## config.mk

```make
export PLATFORM = sky130hd
export DESIGN_NAME = sync_length_frame_receiver
export DESIGN_NICKNAME = d
export VERILOG_FILES = /design/src/rtl/slfr_pkg.sv /design/src/rtl/slfr_ctrl.sv /design/src/rtl/slfr_datapath.sv /design/src/rtl/sync_length_frame_receiver.sv
export SDC_FILE = /design/constraint.sdc
export NUM_CORES = 1
export LEC_CHECK = 0
export BUFFER_PORTS_ARGS = -buffer_cell sky130_fd_sc_hd__buf_2
export CORE_ASPECT_RATIO = 0.8
export CORE_MARGIN = 3
export CORE_UTILIZATION = 55
export CTS_CLUSTER_DIAMETER = 80
export CTS_CLUSTER_SIZE = 25
export DETAILED_ROUTE_END_ITERATION = 8
export GPL_TIMING_DRIVEN = 0
export PLACE_DENSITY = 0.71
export SLEW_MARGIN = 10
export SYNTH_ARGS = -nofsm -noshare
export SYNTH_HDL_FRONTEND = slang
export SYNTH_HIERARCHICAL = 1
export SYNTH_SLANG_ARGS = --single-unit
```

## constraint.sdc

```tcl
create_clock -name clock -period 4.45 [get_ports clock]
set_input_delay 1.1125 -clock clock [delete_from_list [all_inputs] [get_ports clock]]
set_output_delay 1.1125 -clock clock [all_outputs]
set_load 0.02 [all_outputs]
```

## src/rtl/slfr_pkg.sv

```systemverilog
`timescale 1ns / 1ps
// ----------------------------------------------------------------------------
// Frame receiver package
// Shared types and constants for the sync-word, length-prefixed frame receiver.
// ----------------------------------------------------------------------------
package slfr_pkg;

   localparam int HdrLen     = 6;
   localparam int MaxResults = 64;

   localparam logic [6:0]  AppBufReset = 7'd64;
   localparam logic [31:0] SyncReset   = 32'h4142_4344;

   localparam logic CsrAppBufSize = 1'b0;
   localparam logic CsrSyncWord   = 1'b1;

   typedef enum logic [1:0] {
      ERR_NONE   = 2'd0,
      ERR_SYNC   = 2'd1,
      ERR_LENGTH = 2'd2
   } err_code_type;

   typedef enum logic [1:0] {
      ST_RX,
      ST_RD,
      ST_WR
   } state_type;

   typedef struct packed {
      logic         take;
      logic         hunt;
      logic         load_err;
      err_code_type err_code;
      logic         drain_start;
      logic         read;
      logic         emit;
   } cmd_type;

   typedef struct packed {
      logic slot_free;
      logic in_header;
      logic sixth;
      logic sync_ok;
      logic len_bad;
      logic header_bad;
      logic pay_last;
      logic n_zero;
      logic drain_last;
   } sts_type;

endpackage

```

## src/rtl/slfr_ctrl.sv

```systemverilog
`timescale 1ns / 1ps
// ----------------------------------------------------------------------------
// Frame receiver controller
// Sequences byte intake, error results and the drain of the payload store.
// ----------------------------------------------------------------------------
module slfr_ctrl (
   input  logic             clock,
   input  logic             reset,
   input  logic             req_tvalid,
   output logic             req_tready,
   input  slfr_pkg::sts_type sts,
   output slfr_pkg::cmd_type cmd
);

   slfr_pkg::state_type state_ff;
   slfr_pkg::state_type state_in;

   always_ff @(posedge clock) begin
      if (reset) begin
         state_ff <= slfr_pkg::ST_RX;
      end else begin
         state_ff <= state_in;
      end
   end

   always_comb begin
      state_in     = state_ff;
      cmd          = '0;
      cmd.err_code = slfr_pkg::ERR_NONE;
      req_tready   = 1'b0;
      unique case (state_ff)
         slfr_pkg::ST_RX: begin
            req_tready = sts.slot_free;
            if (req_tvalid && sts.slot_free) begin
               cmd.take = 1'b1;
               priority if (sts.in_header) begin
                  if (sts.sixth && sts.sync_ok && sts.len_bad) begin
                     cmd.load_err = 1'b1;
                     cmd.err_code = slfr_pkg::ERR_LENGTH;
                     cmd.hunt     = 1'b1;
                  end
               end else if (sts.header_bad) begin
                  cmd.load_err = 1'b1;
                  cmd.err_code = slfr_pkg::ERR_SYNC;
                  cmd.hunt     = 1'b1;
               end else if (sts.pay_last) begin
                  cmd.hunt = 1'b1;
                  if (!sts.n_zero) begin
                     cmd.drain_start = 1'b1;
                     state_in        = slfr_pkg::ST_RD;
                  end
               end
            end
         end
         slfr_pkg::ST_RD: begin
            cmd.read = 1'b1;
            state_in = slfr_pkg::ST_WR;
         end
         slfr_pkg::ST_WR: begin
            if (sts.slot_free) begin
               cmd.emit = 1'b1;
               state_in = sts.drain_last ? slfr_pkg::ST_RX : slfr_pkg::ST_RD;
            end
         end
         default: begin
            state_in = slfr_pkg::ST_RX;
         end
      endcase
   end

endmodule

```

## src/rtl/slfr_datapath.sv

```systemverilog
`timescale 1ns / 1ps
// ----------------------------------------------------------------------------
// Frame receiver datapath
// Header capture and checks, payload store, drain counter, output register.
// ----------------------------------------------------------------------------
module slfr_datapath #(
   parameter int PAYLOAD_DEPTH = 64
) (
   input  logic             clock,
   input  logic             reset,
   input  logic             csr_valid,
   output logic             csr_ready,
   input  logic             csr_index,
   input  logic [31:0]      csr_data,
   input  logic [7:0]       req_tdata,
   output logic             rsp_tvalid,
   input  logic             rsp_tready,
   output logic [7:0]       rsp_tdata,
   output logic             rsp_tlast,
   output logic [1:0]       rsp_tuser,
   input  slfr_pkg::cmd_type cmd,
   output slfr_pkg::sts_type sts
);

   localparam int AW = (PAYLOAD_DEPTH > 1) ? $clog2(PAYLOAD_DEPTH) : 1;
   localparam int CW = $clog2(PAYLOAD_DEPTH + 7);
   localparam int LW = $clog2(PAYLOAD_DEPTH + 1);
   localparam int ND = (PAYLOAD_DEPTH < slfr_pkg::MaxResults) ?
                       PAYLOAD_DEPTH : slfr_pkg::MaxResults;
   localparam int NW = $clog2(ND + 1);
   localparam int MW = (LW > 7) ? LW : 7;

   logic [6:0]    app_size_ff;
   logic [31:0]   sync_word_ff;
   logic [CW-1:0] count_ff;
   logic [CW-1:0] count_in;
   logic          header_bad_ff;
   logic          header_bad_in;
   logic [LW-1:0] length_ff;
   logic [LW-1:0] length_in;
   logic [7:0]    hdr_ff [5];
   logic [7:0]    mem [PAYLOAD_DEPTH];
   logic [7:0]    rdata_ff;
   logic [NW-1:0] k_ff;
   logic [NW-1:0] n_ff;
   logic          rsp_valid_ff;
   logic [7:0]    rsp_data_ff;
   logic          rsp_last_ff;
   logic [1:0]    rsp_err_ff;

   logic [15:0]   len16;
   logic [CW-1:0] pos;
   logic [MW-1:0] app_ext;
   logic [MW-1:0] len_ext;
   logic [MW-1:0] min1;
   logic [MW-1:0] min2;
   logic [NW-1:0] n_calc;
   logic          drain_last;
   logic          pay_take;

   assign csr_ready = 1'b1;

   always_ff @(posedge clock) begin
      if (reset) begin
         app_size_ff  <= slfr_pkg::AppBufReset;
         sync_word_ff <= slfr_pkg::SyncReset;
      end else if (csr_valid) begin
         unique case (csr_index)
            slfr_pkg::CsrAppBufSize: app_size_ff  <= csr_data[6:0];
            slfr_pkg::CsrSyncWord:   sync_word_ff <= csr_data;
         endcase
      end
   end

   assign len16 = {hdr_ff[4], req_tdata};
   assign pos   = count_ff - CW'(slfr_pkg::HdrLen);

   assign app_ext = MW'(app_size_ff);
   assign len_ext = MW'(length_ff);
   assign min1    = (app_ext < len_ext) ? app_ext : len_ext;
   assign min2    = (min1 < MW'(ND)) ? min1 : MW'(ND);
   assign n_calc  = NW'(min2);

   assign drain_last = (k_ff + NW'(1)) == n_ff;
   assign pay_take   = cmd.take && !sts.in_header && !header_bad_ff;

   always_comb begin
      sts.slot_free  = !rsp_valid_ff || rsp_tready;
      sts.in_header  = count_ff < CW'(slfr_pkg::HdrLen);
      sts.sixth      = count_ff == CW'(slfr_pkg::HdrLen - 1);
      sts.sync_ok    = {hdr_ff[0], hdr_ff[1], hdr_ff[2], hdr_ff[3]} == sync_word_ff;
      sts.len_bad    = (len16 == 16'd0) || (len16 > 16'(PAYLOAD_DEPTH));
      sts.header_bad = header_bad_ff;
      sts.pay_last   = (count_ff - CW'(slfr_pkg::HdrLen - 1)) == CW'(length_ff);
      sts.n_zero     = n_calc == '0;
      sts.drain_last = drain_last;
   end

   always_comb begin
      count_in      = count_ff;
      header_bad_in = header_bad_ff;
      length_in     = length_ff;
      if (cmd.take) begin
         count_in = count_ff + CW'(1);
         if (sts.sixth) begin
            header_bad_in = !sts.sync_ok;
            if (sts.sync_ok) begin
               length_in = LW'(len16);
            end
         end
      end
      if (cmd.hunt) begin
         count_in      = '0;
         header_bad_in = 1'b0;
      end
   end

   always_ff @(posedge clock) begin
      if (reset) begin
         count_ff      <= '0;
         header_bad_ff <= 1'b0;
         length_ff     <= '0;
      end else begin
         count_ff      <= count_in;
         header_bad_ff <= header_bad_in;
         length_ff     <= length_in;
      end
   end

   always_ff @(posedge clock) begin
      if (cmd.take && count_ff < CW'(slfr_pkg::HdrLen - 1)) begin
         hdr_ff[count_ff[2:0]] <= req_tdata;
      end
   end

   always_ff @(posedge clock) begin
      if (pay_take) begin
         mem[AW'(pos)] <= req_tdata;
      end
      if (cmd.read) begin
         rdata_ff <= mem[AW'(k_ff)];
      end
   end

   always_ff @(posedge clock) begin
      if (cmd.drain_start) begin
         k_ff <= '0;
         n_ff <= n_calc;
      end else if (cmd.emit) begin
         k_ff <= k_ff + NW'(1);
      end
   end

   always_ff @(posedge clock) begin
      if (reset) begin
         rsp_valid_ff <= 1'b0;
      end else if (cmd.load_err || cmd.emit) begin
         rsp_valid_ff <= 1'b1;
      end else if (rsp_tready) begin
         rsp_valid_ff <= 1'b0;
      end
   end

   always_ff @(posedge clock) begin
      if (cmd.load_err) begin
         rsp_data_ff <= 8'd0;
         rsp_last_ff <= 1'b1;
         rsp_err_ff  <= cmd.err_code;
      end else if (cmd.emit) begin
         rsp_data_ff <= rdata_ff;
         rsp_last_ff <= drain_last;
         rsp_err_ff  <= slfr_pkg::ERR_NONE;
      end
   end

   assign rsp_tvalid = rsp_valid_ff;
   assign rsp_tdata  = rsp_data_ff;
   assign rsp_tlast  = rsp_last_ff;
   assign rsp_tuser  = rsp_err_ff;

endmodule

```

## src/rtl/sync_length_frame_receiver.sv

```systemverilog
`timescale 1ns / 1ps
// Header and payload bytes are accepted while the output register is free; an error
// result is valid the cycle after the byte that causes it. After the last payload byte,
// input stalls while the store is drained through its single registered read port: each
// byte is read into the read register, then moves to the output register once it is free.
// Reset is synchronous and active high; it restores the register defaults and the hunt
// state. The payload store is not cleared.
// ----------------------------------------------------------------------------
// Sync-word, length-prefixed frame receiver
// Checks a four-byte sync pattern and a 16-bit length, buffers the payload and
// delivers up to the configured number of bytes per frame.
// ----------------------------------------------------------------------------
module sync_length_frame_receiver #(
   parameter int PAYLOAD_DEPTH = 64
) (
   input  logic        clock,
   input  logic        reset,
   input  logic        csr_valid,
   output logic        csr_ready,
   input  logic        csr_index,
   input  logic [31:0] csr_data,
   input  logic        req_tvalid,
   output logic        req_tready,
   input  logic [7:0]  req_tdata,   // [7:0] rx_byte
   output logic        rsp_tvalid,
   input  logic        rsp_tready,
   output logic [7:0]  rsp_tdata,   // [7:0] payload_byte
   output logic        rsp_tlast,
   output logic [1:0]  rsp_tuser    // [1:0] error_code
);

   slfr_pkg::cmd_type cmd;
   slfr_pkg::sts_type sts;

   slfr_ctrl u_ctrl (
      .clock      (clock),
      .reset      (reset),
      .req_tvalid (req_tvalid),
      .req_tready (req_tready),
      .sts        (sts),
      .cmd        (cmd)
   );

   slfr_datapath #(
      .PAYLOAD_DEPTH (PAYLOAD_DEPTH)
   ) u_datapath (
      .clock      (clock),
      .reset      (reset),
      .csr_valid  (csr_valid),
      .csr_ready  (csr_ready),
      .csr_index  (csr_index),
      .csr_data   (csr_data),
      .req_tdata  (req_tdata),
      .rsp_tvalid (rsp_tvalid),
      .rsp_tready (rsp_tready),
      .rsp_tdata  (rsp_tdata),
      .rsp_tlast  (rsp_tlast),
      .rsp_tuser  (rsp_tuser),
      .cmd        (cmd),
      .sts        (sts)
   );

endmodule

```

### After elaboration in Yosys (flattened, before gate mapping)

Memories as Yosys holds them, arrays and structs flattened. A register that Yosys moved wholly into a read port is not among the register bits.
Index checks and enable logic that the tools add are counted.
W data, S select, Z words.

* flip-flop bits (word level): 82
* memory bits (writable): 552
* input port bits: 46
* output and inout bits: 14
* word-level logic and storage cells: 93
* memories kept: 2

Memory list
* u_datapath.mem: depth 64, bits a word 8, read ports 1, clocked after Yosys merged registers in 1, wr ports 1, RTL line slfr_datapath.sv:42 `logic [7:0] mem [PAYLOAD_DEPTH];`
* u_datapath.hdr_ff: depth 5, bits a word 8, read ports 5, clocked after Yosys merged registers in 0, wr ports 1, RTL line slfr_datapath.sv:41 `logic [7:0] hdr_ff [5];`

* add/sub/neg operators: 4
* $lt $le $gt $ge: 5
* equal/unequal tests: 12
* mux-type cells: 33
* bitwise operators: 1
* reduce and logical (&&, ||, !) cells: 24

Operators by type and width (number)
* $eq A32 B32 Y1: 1
* $mux W1: 17
* $gt A16 B7 Y1 const B: 1
* $logic_not A16 Y1: 1
* $mux W2: 8
* $add A7 B1 Y7 const B: 2
* $eq A7 B7 Y1: 2
* $lt A7 B3 Y1 const B: 2
* $mux W7: 2
* $mux W6: 2
* $mux W4: 2
* $ne A2 B2 Y1 const B: 4
* $eq A7 B3 Y1 const B: 1
* $logic_not A7 Y1: 1
* $lt A7 B7 Y1: 1
* $lt A7 B7 Y1 const B: 1
* $sub A7 B3 Y7 const B: 1
* $logic_and A1 B1 Y1: 6
* $pmux W2 S3: 1
* $reduce_and A2 Y1: 3
* $reduce_and A6 Y1: 1
* $sub A6 B3 Y6 const B: 1
* $logic_not A1 Y1: 4
* $ne A2 B1 Y1 const B: 2
* 9 further kinds: 12

### Logic depth before layout (Yosys ltp)

Gate-level depths: netlist of the first run.

* depth after elaboration: 15
* gate-level depth with buffers: 13
* depth with buffers taken out: 11

### Modules after synthesis

Netlist of the first run, hierarchy kept.

Modules (own cells, without submodules)
* slfr_datapath: instances 1, cells an instance 1450, area each 25466.9 um^2, sequential area each 18507.8 um^2
* slfr_ctrl: instances 1, cells an instance 25, area each 209.0 um^2, sequential area each 40.0 um^2

### Least setup slack after synthesis of the first run

Ideal clock, no wire load.

* path type: input-to-reg
* start: in rsp_tready
* end: mem u_datapath.mem[52][0], enable pin
* library setup time: 0.370 ns
* data arrival time: 3.065 ns
* required time: 4.080 ns
* path slack: 1.015 ns
* stages on the path: 8
* path buffers: 1
* path through: nand2b_1 nand2b_4 nand2b_2 inv_1 clkbuf_1 nor4b_1 nand2_1 nor2_1

RTL lines
* from (decl): RTL line sync_length_frame_receiver.sv:26 `input logic rsp_tready,`
* to (decl): RTL line slfr_datapath.sv:42

==> impl_metrics.ini, run 1 <==
[setup_path]
endpoint_kind = register
worstReg2RegEnd = u_datapath/n_ff[3]
r2r_slack_ns = 0.48
worstPathRequired_ns = 4.67
critPathKind = primary input to register
critPathLaunch = rsp_tready
critPathTopFamily = simple AND/OR/NAND/NOR gates
crit_fanout = 10
cpPeakStageDelay_ns = 0.94
crit-reg2reg-launch = u_datapath/count_ff[0]
crit_buf_inv = 3
worst_setup_path_start_kind = primary input
path_cells = buf_2 -> nand2b_1 -> nand2b_4 -> nand2b_2 -> inv_1 -> clkbuf_1 -> nor4b_1 -> nand2_1 -> nor2_1
r2r_cells = 10
cp.arrival_ns = 4.30
crit_path_top_delay_cell = nor2_1

[sta]
whs_ns = 0.4755
grt_setup_unrepaired = false
finalHoldViolations = 0
drv_slew = 0
period_share_pct = 91.58
min_period_ns = 4.075
setup_viol = 0
max_slew_margin_pct = 20.73
final.setup.worst_slack_ns = 0.3745
setup_tns_ns = 0
tightest_slew_ns = 1.187
skew_ns = 0.02002
fmax_ghz = 0.2454

[finish]
fill_cells = 3393
syn2layout_area_growth_pct = 7.349
num_antenna_cells = 0
drive_gt1_share_pct = 17.39
utilization_pct = 60.06
nNetsFinal = 1620
finalNonFillerCells = 2188

[global_route]
grt_util_all_layers_pct = 23.72
grt_overflow = 0
grt_start_max_net_pins = 72
grt_pass1_vias = 13378
grt_pass1_wl_mm = 85.73
antenna_found_initial = 0

[clock_tree]
cts_setup_buffers = 0
cts-root-buf = clkbuf_16
cts.clk_slew.worst_paths_ns = 0.10
hold_buffers = 0
cts_num_sinks = 642
cts_buffers = 29
cts.repair.resized = 0
cts_tree = done
h-tree-depth = 1
insertion_delay_ns = 0.60
cts_buffer_depth = 3

[logic_synthesis]
avgSynthCellArea_sq_um = 17.41
ys_warn_count = 6
ys_ff_latch = 642
synthArstFlopShare_pct = 0
synthMostInstantiatedCell = edfxtp_1
ys.flop_type = edfxtp_1
netlist_instances = 1475
netlist.area_leader.share_pct = 66.55
synth_nets = 1531
ys_seq_area_share_pct = 72.24
synth_edf_count = 569
yosysTopAreaCell = edfxtp_1
netlist_top_cells_count = edfxtp_1, mux4_2, nor2_1
syn_area_sq_mm = 0.02568
synthDistinctLibCells = 62
synth.area.top_cells = edfxtp_1, mux4_2, dfxtp_1

[flow_run]
drv_cap = 0

[route]
dr.pass1.iters = 5
drc = 0
num_vias = 13732
route.detailed.wl_per_inst_microns = 26.21
drt_iter0_drc = 1453
antenna_left = 0
via_per_inst = 6.276
totalWireLength_mm = 57.36

[power]
power_leakage_nw = 8.664
power_density_mw_per_mm2 = 371.8
ir_drop_mv = 0.3555

[placement]
dp_cells = 2145
hpwl_mm = 37.64
gp_congestion = 0.9167
dpl_worst_slack_ns = -0.1693
io_buffers = 58

[worst_hold_path]
whs_endpoint = u_datapath/sync_word_ff[7]
hold_class = register to register
hold_path_depth = 2
hp-start = u_datapath/sync_word_ff[7]

[die]
initial_core_util_pct = 55.95
ioPinCount = 60
die_w_microns = 247.6
dieArea_sq_mm = 0.04933
coreArea_sq_mm = 0.04589
fp.dieH_microns = 199.3
row_count = 70

[status]
status = complete, no violations
-- flip-flops by register name, indices dropped and copies added (netlist names), 2 cells and up --
name / count
u_datapath/mem: 512
u_datapath/count_ff: 7
u_datapath/sync_word_ff: 32
u_datapath/rdata_ff: 8
u_ctrl/state_ff: 2
u_datapath/len_ext: 7
u_datapath/hdr_ff: 40
u_datapath/n_ff: 7
u_datapath/rsp_tuser: 2
u_datapath/k_ff: 7
u_datapath/rsp_tdata: 8
u_datapath/app_ext: 7
-- worst max-delay path by stage --
| stage | end | slack (ns) | cells past startpoint |
|---|---|---|---|
| after floorplan | u_datapath/mem[52][0] | 1.02 | 8 |
| after global placement | u_datapath/mem[22][4] | -0.07 | 9 |
| after detailed placement | u_datapath/mem[22][0] | -0.17 | 9 |
| after CTS | u_datapath/n_ff[3] | 0.46 | 10 |
| after global routing | u_datapath/n_ff[3] | 0.03 | 10 |
| final | u_datapath/mem[20][0] | 0.37 | 9 |
-- cell type report --
class                           instances  area, sq um  share of cell area, %
Sequential cell                       642        18550                  67.29
Multi-Input combinational cell        744         6693                  24.28
Clock buffer                           42        795.8                  2.887
Tap cell                              612        765.7                  2.778
Buffer                                 75        392.9                  1.425
Timing Repair Buffer                   58        310.3                  1.126
Inverter                               14        52.55                 0.1907
Clock inverter                          1        5.005                0.01816
-- tightest hold or removal path, stage by stage (launching register included) --
cell and delay [ns]:
dfxtp_1 0.33, nand2_1 0.05, a21oi_1 0.05
-- power breakdown --
part           internal [W]  switching [W]
Combinational      0.000276       0.000406
Clock               0.00124        0.00171
Sequential          0.00658      0.0000267
-- routing by layer --
metal	global-route usage, %	up-vias	wire length [microns]
met2	36.06	625	26100
met4	4.688	0	1106
met1	35.78	7136	24410
met3	5.688	73	5735
li1	-	5898	-
met5	0	-	0
-- through the flow --
step | power (W) | instance area (sq um)
after floorplan | 0.007165 | 25680
after global placement | 0.007416 | 26730
after detailed placement | 0.007433 | 26750
after CTS | 0.01032 | 27550
after global routing | 0.01058 | 27560
final | 0.01025 | 27560
-- cell families (layout without fill, tap and decap cells) --
| group | Yosys count | after routing | synth area share (%) |
|---|---|---|---|
| fa+ha+maj | 10 | 10 | 0.4873 |
| flops | 642 | 642 | 72.24 |
| mux | 188 | 188 | 13.59 |
| other cells | 1 | 1 | 0.01461 |
| xor+xnor | 58 | 58 | 1.978 |
| compound gates | 126 | 126 | 3.255 |
| simple gates | 361 | 361 | 6.705 |
| buf+inv | 89 | 190 | 1.735 |
-- placed cells by master, fill, tap and decap left out, drive strengths merged, types with 3 or more instances in the layout --
cell and instances:
edfxtp 569, mux4 128, nor2 121, nand2 110
buf 99, clkbuf 76, dfxtp 73, mux2i 56
a21oi 49, xor2 45, nand2b 28, o21ai 22
nor3 16, nand3 14, inv 14, xnor2 13
nand3b 13, nor2b 12, nand4 12, nor4 10
ha 10, o221ai 8, and2 7, o2111ai 7
a22oi 6, o21a 6, a311oi 6, nor3b 4
mux2 4, or3 4, o211ai 3, a31oi 3
a211o 3, o22ai 3
No activity file was read; power rests on OpenSTA's default activity.
==> run 2, diff against run 1 <==
--- a/config.mk
+++ b/config.mk
@@ -5,6 +5,7 @@
 export SDC_FILE = /design/constraint.sdc
 export NUM_CORES = 1
 export LEC_CHECK = 0
+export ABC_AREA = 1
 export BUFFER_PORTS_ARGS = -buffer_cell sky130_fd_sc_hd__buf_2
 export CORE_ASPECT_RATIO = 0.8
 export CORE_MARGIN = 3
==> impl_metrics.ini, run 2 <==
[logic_synthesis]
ys_seq_area_share_pct = 67.68
synthArstFlopShare_pct = 0
synthDistinctLibCells = 43
ys.flop_type = edfxtp_1
ys_ff_latch = 642
synth_nets = 2530
synth_edf_count = 569
netlist_top_cells_count = edfxtp_1, inv_1, nand2_1
ys_warn_count = 6
synth.area.top_cells = edfxtp_1, dfxtp_1, inv_1
syn_area_sq_mm = 0.02740
netlist_instances = 2474
yosysTopAreaCell = edfxtp_1
synthMostInstantiatedCell = edfxtp_1
netlist.area_leader.share_pct = 62.35
avgSynthCellArea_sq_um = 11.08

[global_route]
antenna_found_initial = 2
grt_pass1_wl_mm = 121.0
grt_pass1_vias = 18466
grt_util_all_layers_pct = 31.63
grt_overflow = 0
grt_start_max_net_pins = 72

[clock_tree]
cts_setup_buffers = 0
insertion_delay_ns = 0.63
hold_buffers = 0
cts_num_sinks = 642
cts_tree = done
cts_buffer_depth = 3
cts.clk_slew.worst_paths_ns = 0.09
cts-root-buf = clkbuf_16
cts.repair.resized = 0
h-tree-depth = 1
cts_buffers = 30

[sta]
max_slew_margin_pct = 23.03
setup_tns_ns = 0
skew_ns = 0.01736
min_period_ns = 3.421
drv_slew = 0
tightest_slew_ns = 1.150
whs_ns = 0.4717
fmax_ghz = 0.2923
finalHoldViolations = 0
grt_setup_unrepaired = false
setup_viol = 0
final.setup.worst_slack_ns = 1.029
period_share_pct = 76.87

[route]
dr.pass1.iters = 6
drt-met1-wl_mm = 33.16
drc = 0
via_per_inst = 6.129
drt_iter0_drc = 3181
route.detailed.wl_per_inst_microns = 25.92
totalWireLength_mm = 84.25
top_layer = met5
num_vias = 19925
antenna_left = 0
route.met2.wl_mm = 35.54
wl_met3_mm = 11.51

[setup_path]
critPathTopFamily = simple AND/OR/NAND/NOR gates
cpPeakStageDelay_ns = 0.95
cp.arrival_ns = 3.66
path_cells = buf_2 -> inv_1 -> nand2_1 -> nand2_1 -> nor2_4 -> inv_1 -> or3_4 -> clkinv_8 -> nand3_4 -> nor2_1
crit-reg2reg-launch = u_datapath/k_ff[2]
worstPathRequired_ns = 4.69
endpoint_kind = register
critPathKind = primary input to register
worst_setup_path_start_kind = primary input
critPathLaunch = rsp_tready
crit_buf_inv = 4
crit_fanout = 8
crit_path_top_delay_cell = nor2_1

[placement]
io_buffers = 58
gp_congestion = 1.043
hpwl_mm = 57.34
dp_cells = 3204
dpl_worst_slack_ns = 0.2094

[finish]
most-common-layout-cells = edfxtp_1, inv_1, nand2_1, nand3_1, o21ai_0
top_register = u_datapath/mem
drive_gt1_share_pct = 8.166
syn2layout_area_growth_pct = 8.154
largest_reg_flops = 512
layout.cells.most_common = edfxtp_1
finalNonFillerCells = 3251
nNetsFinal = 2626
utilization_pct = 60.70

[power]
power_density_mw_per_mm2 = 356.0
ir_drop_mv = 0.3296
power_leakage_nw = 10.97

[worst_hold_path]
hp-start = u_datapath/sync_word_ff[28]
hold_class = register to register

[die]
fp.dieH_microns = 205.7
ioPinCount = 60
coreArea_sq_mm = 0.04883
row_count = 72
initial_core_util_pct = 56.12
dieArea_sq_mm = 0.05256
die_w_microns = 255.6

[flow_run]
drv_cap = 0

[status]
status = complete, no violations
-- run 2: area by class of cell --
| cell class | count | area, sq um |
|---|---|---|
| fillers | 3950 | 19190 |
| clock inverters | 7 | 120.1 |
| multi-input cells | 1301 | 6684 |
| repair buffers | 64 | 447.9 |
| inverters | 401 | 1521 |
| well taps | 666 | 833.3 |
| plain buffers | 130 | 675.6 |
| flip-flops and latches | 642 | 18550 |
| diodes | 1 | 2.502 |
| clock buffers | 39 | 805.8 |
-- run 2: through the flow --
stage / area, sq um / power [W]
finish: 29640 / 0.01055
global route: 29640 / 0.01083
CTS: 29630 / 0.01056
detailed placement: 28710 / 0.007386
global placement: 28530 / 0.007357
floorplan: 27400 / 0.007058
-- run 2: report_power, final --
| part | internal, W | switching, W | leakage [nW] |
|---|---|---|---|
| Combinational | 0.000173 | 0.000491 | 4.80 |
| Sequential | 0.00658 | 0.0000251 | 5.72 |
| Clock | 0.00146 | 0.00182 | 0.450 |
-- run 2: logic make-up (layout without fill, tap and decap cells) --
logic type	Yosys count	after routing	synth area share, %
other	1	2	0.01368
and+or+nand+nor	785	785	12.87
AOI/OAI and AO/OA	488	488	10.41
buffers and inverters	531	641	8.018
DFF	642	642	67.68
adders and majority gates	10	10	0.4566
xor gates and xnor gates	17	17	0.5433
-- run 2: metal layers --
| layer | global-route usage (%) | vias to the layer above |
|---|---|---|
| li1 | - | 8700 |
| met1 | 45.83 | 9563 |
| met2 | 47.39 | 1432 |
| met3 | 6.681 | 228 |
| met4 | 12.03 | 2 |
| met5 | 0 | - |
-- run 2: final timing paths --
path                                 end  slack [ns]  cells past startpoint
max                u_datapath/mem[57][7]        1.03                     10
max reg2reg       u_datapath/rdata_ff[4]        1.16                      7
min          u_datapath/sync_word_ff[28]        0.47                      2
min reg2reg  u_datapath/sync_word_ff[28]        0.47                      2
-- run 2: worst min-delay path, delay by kind of cell (launching register included) --
| kind | cells | cell delay (ns) |
|---|---|---|
| flip-flops | 1 | 0.33 |
| buffers and inverters | 1 | 0.05 |
| AO/OA/AOI/OAI | 1 | 0.05 |
==> run 3, diff against run 2 <==
--- a/config.mk
+++ b/config.mk
@@ -14,7 +14,7 @@
 export CTS_CLUSTER_SIZE = 25
 export DETAILED_ROUTE_END_ITERATION = 8
 export GPL_TIMING_DRIVEN = 0
-export PLACE_DENSITY = 0.71
+export PLACE_DENSITY = 0.74
 export SLEW_MARGIN = 10
 export SYNTH_ARGS = -nofsm -noshare
 export SYNTH_HDL_FRONTEND = slang
==> constraint.sdc (replaced) <==
create_clock -name clock -period 2.75 [get_ports clock]
set_input_delay 0.6875 -clock clock [delete_from_list [all_inputs] [get_ports clock]]
set_output_delay 0.6875 -clock clock [all_outputs]
set_load 0.02 [all_outputs]
==> impl_metrics.ini, run 3 (same netlist as run 2, synthesis figures left out) <==
[status]
status = complete, but fails checks
violations = negative setup slack

[route]
drt_iter0_drc = 2912
dr.pass1.iters = 6
totalWireLength_mm = 88.03
route.detailed.wl_per_inst_microns = 27.03
drc = 0
via_per_inst = 6.154
antenna_left = 0
num_vias = 20044

[setup_path]
worstPathRequired_ns = 3.01
critPathKind = register to register
cp.arrival_ns = 3.15
endpoint_kind = register
r2r_slack_ns = -0.14
r2r_cells = 8
crit_fanout = 8
endpoint = u_datapath/mem[37][1]
worst_setup_path_start_kind = register
worstReg2RegEnd = u_datapath/mem[37][1]
crit-reg2reg-launch = u_datapath/rsp_tvalid
critPathLaunch = u_datapath/rsp_tvalid

[placement]
dpl_worst_slack_ns = -0.9678
io_buffers = 58
hpwl_mm = 59.69
gp_congestion = 0.9736

[clock_tree]
cts_num_sinks = 642
cts.clk_slew.worst_paths_ns = 0.10
hold_buffers = 0
insertion_delay_ns = 0.62
cts-root-buf = clkbuf_16
cts_tree = done
cts_buffer_depth = 3
h-tree-depth = 1
cts_buffers = 30

[sta]
period_share_pct = 105.1
final.setup.worst_slack_ns = -0.1411
fmax_ghz = 0.3459
grt_setup_unrepaired = true
setup_viol = 119
setup_tns_ns = -8.420
tightest_slew_ns = 0.9954
max_slew_margin_pct = 33.64
min_period_ns = 2.891
whs_ns = 0.2721
drv_slew = 0
skew_ns = 0.01516
finalHoldViolations = 0

[finish]
drive_gt1_share_pct = 12.36
nNetsFinal = 2630
largest_reg_flops = 512
top_register = u_datapath/mem
syn2layout_area_growth_pct = 10.20
most-common-layout-cells = edfxtp_1, inv_1, nand2_1, nand3_1, o21ai_0
layout.cells.most_common = edfxtp_1
utilization_pct = 61.85

[global_route]
grt_start_max_net_pins = 72
grt_pass1_wl_mm = 125.6
grt_util_all_layers_pct = 33.07
grt_overflow = 0
antenna_found_initial = 3
grt_pass1_vias = 18429

[die]
fp.dieH_microns = 205.7
row_count = 72
die_w_microns = 255.6
coreArea_sq_mm = 0.04883
ioPinCount = 60
dieArea_sq_mm = 0.05256
initial_core_util_pct = 56.12

[power]
ir_drop_mv = 0.4758
power_density_mw_per_mm2 = 562.1
power_leakage_nw = 11.07

[flow_run]
drv_cap = 0

[worst_hold_path]
hold_class = primary input to register
==> run 3: area by class of cell <==
| class | count | area [sq um] |
|---|---|---|
| flip-flops and latches | 642 | 18550 |
| inverters | 401 | 1526 |
| diodes | 1 | 2.502 |
| repair buffers | 69 | 535.5 |
| plain buffers | 129 | 738.2 |
| clock buffers | 43 | 830.8 |
| clock inverters | 5 | 61.31 |
| well taps | 666 | 833.3 |
| multi-input cells | 1301 | 7116 |
| fillers | 3959 | 18630 |
==> run 3: worst min-delay path by stage <==
stage / endpoint / slack, ns / startpoint / cells after the start
2_1_floorplan: u_datapath/rsp_tdata[0] / 0.44 / u_datapath/rdata_ff[0] / 1
3_3_place_gp: u_datapath/sync_word_ff[1] / 0.45 / u_datapath/sync_word_ff[1] / 2
3_5_place_dp: u_datapath/rsp_tdata[7] / 0.45 / u_datapath/rdata_ff[7] / 1
4_1_cts: u_datapath/sync_word_ff[22] / 0.25 / csr_data[22] / 3
5_1_grt: u_datapath/sync_word_ff[22] / 0.26 / csr_data[22] / 3
6_report: u_datapath/sync_word_ff[22] / 0.27 / csr_data[22] / 3
==> run 3: through the flow <==
step / instances / power (W) / instance area, sq um
floorplan: 2474 / 0.01142 / 27410
global placement: 3198 / 0.01191 / 28530
finish: 3257 / 0.01697 / 30200
global route: 3256 / 0.01742 / 30200
CTS: 3252 / 0.01699 / 29820
detailed placement: 3203 / 0.01195 / 28690
==> run 3: where the power goes <==
| group | internal (W) | switching, W | total [W] |
|---|---|---|---|
| logic | 0.000285 | 0.000807 | 0.00109 |
| registers | 0.0107 | 0.0000398 | 0.0107 |
| clock network | 0.00222 | 0.00297 | 0.00519 |
==> run 3: repair_timing <==
item / CTS / global route
gates resized for setup: 88 / 88
endpoints found under the hold margin: 0 / 0
endpoints found under the setup margin: 455 / 437
pin swaps: 1 / 6
setup buffers: 1 / 5
==> run 3: routing by layer <==
metal,GRT usage [%],vias to the layer above,part of all wire [%]
met5,0,-,0.015
met4,10.83,2,4.0
met3,7.604,207,13
met2,49.56,1252,43
met1,48.20,9872,41
li1,-,8711,-
==> run 3: worst max-delay path: stages, from the launching register on <==
cell      delay, ns
dfxtp_1        0.32
nand2_1        0.13
nand2_1        0.16
nor2_4         0.24
inv_1          0.15
or3_4          0.44
clkinv_8       0.11
nand3_4        0.26
nor2_2         0.71
